File: src/psieve_pkg.sv
// ----------------------------------------------------------------------------
// Prime sieve table package
// Shared constants, codes and controller/datapath interface types.
// ----------------------------------------------------------------------------
package psieve_pkg;

  localparam int unsigned NUM_W          = 12;
  localparam int unsigned MAX_NUMBER_DEF = 4095;

  typedef enum logic {
    CMD_BUILD = 1'b0,
    CMD_QUERY = 1'b1
  } cmd_e;

  typedef enum logic [1:0] {
    ST_OK      = 2'd0,
    ST_ABOVE   = 2'd1,
    ST_UNBUILT = 2'd2
  } status_e;

  typedef enum logic [2:0] {
    S_IDLE,
    S_CLEAR,
    S_SCAN_RD,
    S_SCAN_CHK,
    S_MARK,
    S_RESP
  } state_e;

  typedef struct packed {
    logic accept;
    logic clr_init;
    logic clr_step;
    logic scan_init;
    logic scan_rd;
    logic scan_next;
    logic mark_init;
    logic mark_step;
    logic set_built;
  } ctrl_cmd_t;

  typedef struct packed {
    logic clr_last;
    logic scan_done;
    logic composite;
    logic mark_done;
  } dp_stat_t;

endpackage

File: src/psieve_ctrl.sv
// ----------------------------------------------------------------------------
// Prime sieve controller
// Sequences the clear, scan and mark phases of a build and the query reply.
// ----------------------------------------------------------------------------
module psieve_ctrl (
  input  logic                  clk_i,
  input  logic                  rst_ni,
  input  logic                  start,
  input  logic                  command_i,
  input  psieve_pkg::dp_stat_t  stat_i,
  output psieve_pkg::ctrl_cmd_t cmd_o,
  output logic                  busy,
  output logic                  done_o,
  output logic                  cfg_ready_o
);
  import psieve_pkg::*;

  state_e state_q, state_d;

  always_ff @(posedge clk_i or negedge rst_ni) begin
    if (!rst_ni) begin
      state_q <= S_IDLE;
    end else begin
      state_q <= state_d;
    end
  end

  always_comb begin
    cmd_o   = '0;
    state_d = state_q;
    unique case (state_q)
      S_IDLE: begin
        if (start) begin
          cmd_o.accept = 1'b1;
          if (command_i == CMD_BUILD) begin
            cmd_o.clr_init = 1'b1;
            state_d        = S_CLEAR;
          end else begin
            state_d = S_RESP;
          end
        end
      end
      S_CLEAR: begin
        cmd_o.clr_step = 1'b1;
        if (stat_i.clr_last) begin
          cmd_o.scan_init = 1'b1;
          state_d         = S_SCAN_RD;
        end
      end
      S_SCAN_RD: begin
        if (stat_i.scan_done) begin
          cmd_o.set_built = 1'b1;
          state_d         = S_RESP;
        end else begin
          cmd_o.scan_rd = 1'b1;
          state_d       = S_SCAN_CHK;
        end
      end
      S_SCAN_CHK: begin
        if (stat_i.composite) begin
          cmd_o.scan_next = 1'b1;
          state_d         = S_SCAN_RD;
        end else begin
          cmd_o.mark_init = 1'b1;
          state_d         = S_MARK;
        end
      end
      S_MARK: begin
        if (stat_i.mark_done) begin
          cmd_o.scan_next = 1'b1;
          state_d         = S_SCAN_RD;
        end else begin
          cmd_o.mark_step = 1'b1;
        end
      end
      S_RESP: begin
        state_d = S_IDLE;
      end
      default: begin
        state_d = S_IDLE;
      end
    endcase
  end

  // a command word takes the idle cycle; the limit waits for the next one
  assign busy        = (state_q != S_IDLE);
  assign done_o      = (state_q == S_RESP);
  assign cfg_ready_o = (state_q == S_IDLE) & ~start;

endmodule

File: config.mk
export PLATFORM = sky130hd
export DESIGN_NAME = psieve_ctrl
export DESIGN_NICKNAME = d
export VERILOG_FILES = /design/src/psieve_pkg.sv /design/src/psieve_ctrl.sv
export SDC_FILE = /design/constraint.sdc
export NUM_CORES = 1
export LEC_CHECK = 0
export ABC_AREA = 1
export BUFFER_PORTS_ARGS = -buffer_cell sky130_fd_sc_hd__buf_2
export CAP_MARGIN = 10
export CORE_AREA = 5 5 42 44
export CTS_BUF_LIST = sky130_fd_sc_hd__clkbuf_4 sky130_fd_sc_hd__clkbuf_8
export DETAILED_ROUTE_END_ITERATION = 16
export DIE_AREA = 0 0 47 49
export PLACE_DENSITY = 0.43
export RECOVER_POWER = 100
export SYNTH_ARGS = -nofsm -noshare
export SYNTH_HDL_FRONTEND = slang
export SYNTH_SLANG_ARGS = --single-unit
File: constraint.sdc
create_clock -name clk_i -period 1.4 [get_ports clk_i]
set_input_delay 0.14 -clock clk_i [delete_from_list [all_inputs] [get_ports clk_i]]
set_output_delay 0.14 -clock clk_i [all_outputs]
set_load 0.1 [all_outputs]
* Yosys cells after proc, flatten, opt, wreduce, memory -nomap -nowiden
Cells that the tools add are included.
** Word-level totals
- Input port bits :: 8
- Register bits after elaboration :: 3
- Logic and storage cells :: 37
- Output and inout bits :: 12
** Operators by class
- Equality and inequality tests :: 8
- Mux-type cells :: 23
- Bitwise operators :: 2
- Reductions and logical operators :: 3
** Operators with widths (number)
- two-way mux 3 bit :: 6
- case mux 3 bit (5 select lines) :: 1
- two-way mux 1 bit :: 12
- == test 3 x 2 -> 1 bit (second input constant) :: 2
- == test 3 bit (second input constant) :: 2
- two-way mux 2 bit :: 3
- inequality test 2 bit (second input constant) :: 3
- == test 3 x 1 -> 1 bit (second input constant) :: 1
- zero test 3 bit :: 1
- AND reduction 3 bit :: 1
- nonzero test 3 bit :: 1
- case mux 1 bit (2 select lines) :: 1
- bitwise AND 1 bit :: 1
- inverter 1 bit :: 1

* Longest topological paths before layout
Gate-level depths: netlist (run 1).
- Depth in word-level cells :: 3
- Mapped depth :: 7
- Mapped depth without buffers :: 7

* Worst setup path after synthesis (run 1)
Ideal clock, no wire load.
- Kind :: reg-to-output
- Start point :: reg state_q[1]
- End point :: out cmd_o[7] in the netlist's numbering
- Data arrival time :: 3114 ps
- Cell stages (with the launch flop) :: 4
- Setup slack :: -1854 ps
- Required time :: 1260 ps
- Path buffers :: 0
- Cells stage by stage :: dfrtp_1 > nor2_2 > nand2_2 > nor3_1
** RTL lines
- from (decl) :: RTL line psieve_ctrl.sv:18 : state_e state_q, state_d;
- from (signal assigned) :: RTL line psieve_ctrl.sv:24 : state_q <= state_d;
- to (decl) :: RTL line psieve_ctrl.sv:11 : output psieve_pkg::ctrl_cmd_t cmd_o,

==> flow_summary.yaml, run 1 <==
outcome:
  status: "finished, violations left"
  violations: "negative setup slack"
logic_synthesis:
  yosys_warnings: 0
  synth-seq-area-share: 0.280
  synthFlopType: "dfrtp_1"
  synth-seq-cells: 3
  synth_fp_nets: 55
  synth_top_cell_by_area: "dfrtp_1"
  synth_common_cells: "nand2_1 (11), inv_1 (10), nor2_1 (8)"
  syn_avg_cell_area_um2: 5.70
  yosys-top-cells-area: "dfrtp_1 (28%), nand2_1 (15%), inv_1 (14%), nand3_1 (13%), nor2_1 (11%)"
  synthesis.area_um2: 268
  synthCells: 47
  yosys.cell_types.count: 11
  synth-edff-count: 0
  synth.most_common_cell: "nand2_1"
  async_reset_ff_frac: 1.00
  synth_top_area_share: 0.280
critical_path:
  r2r-end: "state_q[2]"
  path_buf_inv: 2
  path_class: "register to primary output"
  critical_path_required_ps: 1260
  critPathMaxFanout: 4
  cp.depth: 4
  startpoint: "state_q[0]"
  endpoint: "cmd_o[1]"
  max_stage_delay_ps: 440
  setup.worst_path.end_class: "primary output"
  timing.rr.start: "state_q[0]"
  r2r_slack_ps: 80
  crit_family: "flip-flops"
  critPathLaunchType: "register"
  crit_chain: "nor2_4 -> nand3_2 -> clkinvlp_4 -> buf_12"
  cp_data_arrival_time_ps: 1360
  ff2ff_path_depth: 7
  crit_slowest_cell: "dfrtp_2"
cts:
  clockBufferDepth: 2
  htreeDepth: 1
  tritoncts: "built"
  root_buffer: "clkbuf_4"
  cts_buffers: 3
  clk_latency_ps: 240
  clkTransAtPathRegs_ps: 40
  cts.sinks: 3
final_layout:
  largest_reg_flops: 3
  top_register: "state_q"
  area_delta_synth_final_pct: 174
  antennaDiodeCount: 0
  fin_area_um2: 734
  drive_gt1_frac: 0.658
  nets: 85
  reg_top3: "state_q (3)"
  layoutNonFillerInstCount: 92
floorplan:
  start_util: 0.191
  rows: 14
  dieArea_um2: 2300
  io_pins: 20
  core_um2: 1400
  die_y_um: 49
  fp.dieW_um: 47
job:
  drv_cap: 0
min_path:
  hp-class: "input pin to async pin"
placement:
  portBuffers: 19
  dp.cells: 83
  place_congestion: 0.716
  dp_hpwl_um: 775
  post_dp_cell_area_um2: 654
drt:
  dr.max_layer_used: "met4"
  vias: 385
  wl_met3_um: 83
  dr.pass1.iters: 3
  drtIter0Drc: 4
  viasPerCell: 4.18
  route.met2.wl_um: 444
  wl_per_cell_um: 9.88
  wl_um: 909
  ant_nets: 0
  drt-met1-wl_um: 362
  drc: 0
sta:
  clock.fmax_mhz: 667
  period_minus_slack_ps: 1500
  whs_ps: 233
  hold_violations: 0
  rsz0062_at_grt: "true"
  worst_slew_pin_slew_ps: 211
  finalCritPeriodShare: 1.07
  relSlewSlack: 0.859
  slew_viol_final: 0
  finalClockSkew_ps: 7.78
  setup_violations: 10
  layout_setup_ws_ps: -98.7
global_routing:
  antenna_found_initial: 0
  grt_max_degree: 6
  gr-usage-all-layers: 0.0939
  first_global_vias: 393
  grt_pass1_wl_mm: 1.58
  grt-ovfl-total: 0
==> area by class of cell <==
| cell class | instances | area (um2) |
|---|---|---|
| clock buffer | 4 | 30.0 |
| fill | 142 | 667 |
| inverter | 11 | 51.3 |
| multi-input combinational | 33 | 241 |
| sequential | 3 | 78.8 |
| tap | 16 | 20.0 |
| timing repair buffer | 25 | 313 |
==> per-layer routing <==
layer  global-route usage  vias up
li1                     -      200
met1                0.117      169
met2                0.136       14
met3               0.0517        2
met4               0.0276        0
met5                    0        -
==> worst reg2reg max path: cells and delay by family, from the launching register on <==
kind                   cells  cell delay, ps
buffers and inverters      1             150
DFF                        1             440
and+or+nand+nor            6             600
==> cells in the final DEF (no fill, tap or decap) <==
cell,n
nor2_1,3
nand2_8,1
buf_4,4
o21ai_4,1
dfrtp_2,3
inv_2,2
inv_1,6
nand2_1,9
nor3_4,2
clkbuf_4,5
buf_6,1
dlygate4sd3_1,1
clkinvlp_4,2
inv_4,1
nor2_4,5
nand3_1,6
clkbuf_1,1
nand2_2,2
nor2_2,3
buf_2,6
buf_12,11
nand3_2,1
==> how the worst min path moves through the flow <==
stage                    from    endpoint  slack [ps]  cells past startpoint
CTS                    rst_ni  state_q[1]         230                      2
detailed placement     rst_ni  state_q[2]         -60                      1
global route        stat_i[2]  state_q[1]         260                      4
floorplan              rst_ni  state_q[0]        -160                      0
finish                 rst_ni  state_q[1]         230                      2
global placement       rst_ni  state_q[2]         -60                      1
==> cell families (layout without fill, tap and decap cells) <==
logic type | after synthesis | in the layout | synth area share
compound gates | 1 | 1 | 0.0187
buf+inv | 11 | 40 | 0.154
simple gates | 32 | 32 | 0.547
flops | 3 | 3 | 0.280
==> timing repair <==
| item | 4_1_cts | 5_1_grt |
|---|---|---|
| hold buffers | 1 | 0 |
| endpoints found under the hold margin | 3 | 0 |
| endpoints found under the setup margin | 10 | 11 |
| pin swaps | 7 | 4 |
| setup buffers | 3 | 1 |
| resized for setup | 8 | 1 |
| gates cloned | 0 | 0 |
==> through the flow <==
step	setup TNS (ps)	setup slack, ps	util
floorplan	-1400	-387	-
global placement	0	105	0.467
detailed placement	0	103	0.467
CTS	-539	-97.0	0.524
global route	-1300	-158	0.524
finish	-566	-98.7	0.524
Power of run 1 is left out: the tool's default activity adds up to more than one toggle a clock period on the data nets, which glitch-free logic cannot reach.
==> run 2, diff against run 1 <==
==> constraint.sdc (replaced) <==
create_clock -name clk_i -period 1.9 [get_ports clk_i]
set_input_delay 0.19 -clock clk_i [delete_from_list [all_inputs] [get_ports clk_i]]
set_output_delay 0.19 -clock clk_i [all_outputs]
set_load 0.1 [all_outputs]
==> run 2 against run 1 <==
  * The flow now finishes without violations
  * Count of clock-buffer cells in the layout did not move
  * Non-clock buffer count fell by 5
  * Worst hold slack improved by 50 ps
  * Clock skew fell by 5.3 ps
  * Register-to-register slack improved by 640 ps
  * Critical path depth did not move
  * Die area did not move
  * Worst setup slack improved by 240 ps
==> flow_summary.yaml, run 2 (synthesis results as in run 1) <==
global_routing:
  grt_pass1_wl_mm: 1.27
  grt_max_degree: 7
  antenna_found_initial: 0
  first_global_vias: 342
  grt-ovfl-total: 0
  gr-usage-all-layers: 0.0733
sta:
  hold_violations: 0
  slew_viol_final: 0
  period_minus_slack_ps: 1760
  worst_slew_pin_slew_ps: 545
  layout_setup_ws_ps: 141
  clock.fmax_mhz: 569
  finalCritPeriodShare: 0.926
  finalClockSkew_ps: 2.44
  setup_violations: 0
  rsz0062_at_grt: "false"
  relSlewSlack: 0.638
final_layout:
  top_register: "state_q"
  nets: 80
  layout_common_cells: "nand2_1 (11), clkbuf_2 (11), inv_1 (10), nand3_1 (7), buf_2 (7)"
  antennaDiodeCount: 0
  drive_gt1_frac: 0.451
  fillers: 171
  reg_top3: "state_q (3)"
  fin_area_um2: 445
  area_delta_synth_final_pct: 66.4
  largest_reg_flops: 3
min_path:
  hp-class: "input pin to register"
  min_from: "stat_i[2]"
  hold_end: "state_q[1]"
  worstHoldPathCells: 4
critical_path:
  timing.rr.start: "state_q[1]"
  setup.worst_path.end_class: "primary output"
  critPathLaunchType: "register"
  cp_data_arrival_time_ps: 1570
  critPathMaxFanout: 6
  r2r_slack_ps: 720
  critical_path_required_ps: 1710
  r2r-end: "state_q[2]"
  ff2ff_path_depth: 6
  path_class: "register to primary output"
drt:
  vias: 343
  drc: 0
  wl_um: 741
  drtIter0Drc: 2
  viasPerCell: 3.94
  ant_nets: 0
  wl_per_cell_um: 8.52
  dr.pass1.iters: 4
cts:
  htreeDepth: 1
  ctsResizeCount: 0
  clk_latency_ps: 230
  clockBufferDepth: 2
  clkTransAtPathRegs_ps: 30
  cts_buffers: 3
  tritoncts: "built"
  cts_hold_buffers: 1
  cts.sinks: 3
  post_cts_buffers: 0
  root_buffer: "clkbuf_4"
floorplan:
  start_util: 0.191
  rows: 14
  dieArea_um2: 2300
  io_pins: 20
  core_um2: 1400
  die_y_um: 49
  fp.dieW_um: 47
placement:
  portBuffers: 19
  post_dp_cell_area_um2: 409
  place_congestion: 0.746
  dp_hpwl_um: 665
  post-place-ws_ps: 398
outcome:
  status: "finished, final reports clean"
job:
  drv_cap: 0
-- run 2: cell type report --
cell class                      instances  area (um2)  share of cell area
Timing Repair Buffer                   20         104               0.233
Sequential cell                         3        75.1               0.169
Multi-Input combinational cell         33         175               0.393
Inverter                               11        41.3              0.0927
Clock buffer                            4        30.0              0.0674
Tap cell                               16        20.0              0.0449
-- run 2: critical path, stage by stage, from the launching register on --
cell,delay [ps]
dfrtp_1,430
nor2_2,210
nand2_1,110
o21ai_2,120
clkbuf_2,460
-- run 2: metrics by stage --
step | hold slack [ps] | utilization | setup TNS (ps) | std cells
2_1_floorplan | -106 | - | -388 | 47
3_3_place_gp | -12.1 | 0.292 | 0 | 82
3_5_place_dp | -13.1 | 0.292 | 0 | 82
4_1_cts | 269 | 0.321 | 0 | 87
5_1_grt | 302 | 0.318 | 0 | 87
6_report | 283 | 0.318 | 0 | 87
-- run 2: worst max-delay path by stage --
stage / slack, ps / from / depth (start not counted) / endpoint
global placement: 420 / state_q[1] / 4 / cfg_ready_o
CTS: 150 / state_q[1] / 4 / cfg_ready_o
global route: 40 / state_q[1] / 4 / cmd_o[1]
finish: 140 / state_q[1] / 4 / cmd_o[3]
detailed placement: 400 / state_q[1] / 4 / cfg_ready_o
floorplan: -380 / state_q[1] / 3 / cmd_o[7]
-- run 2: metal layers --
| metal | up-vias | global-route usage | part of all wire |
|---|---|---|---|
| li1 | 190 | - | - |
| met1 | 144 | 0.0883 | 0.41 |
| met5 | - | 0 | 0 |
| met4 | 0 | 0.0415 | 0 |
| met3 | 0 | 0.0111 | 0.073 |
| met2 | 9 | 0.118 | 0.52 |
Power of run 2 is left out for the same reason.
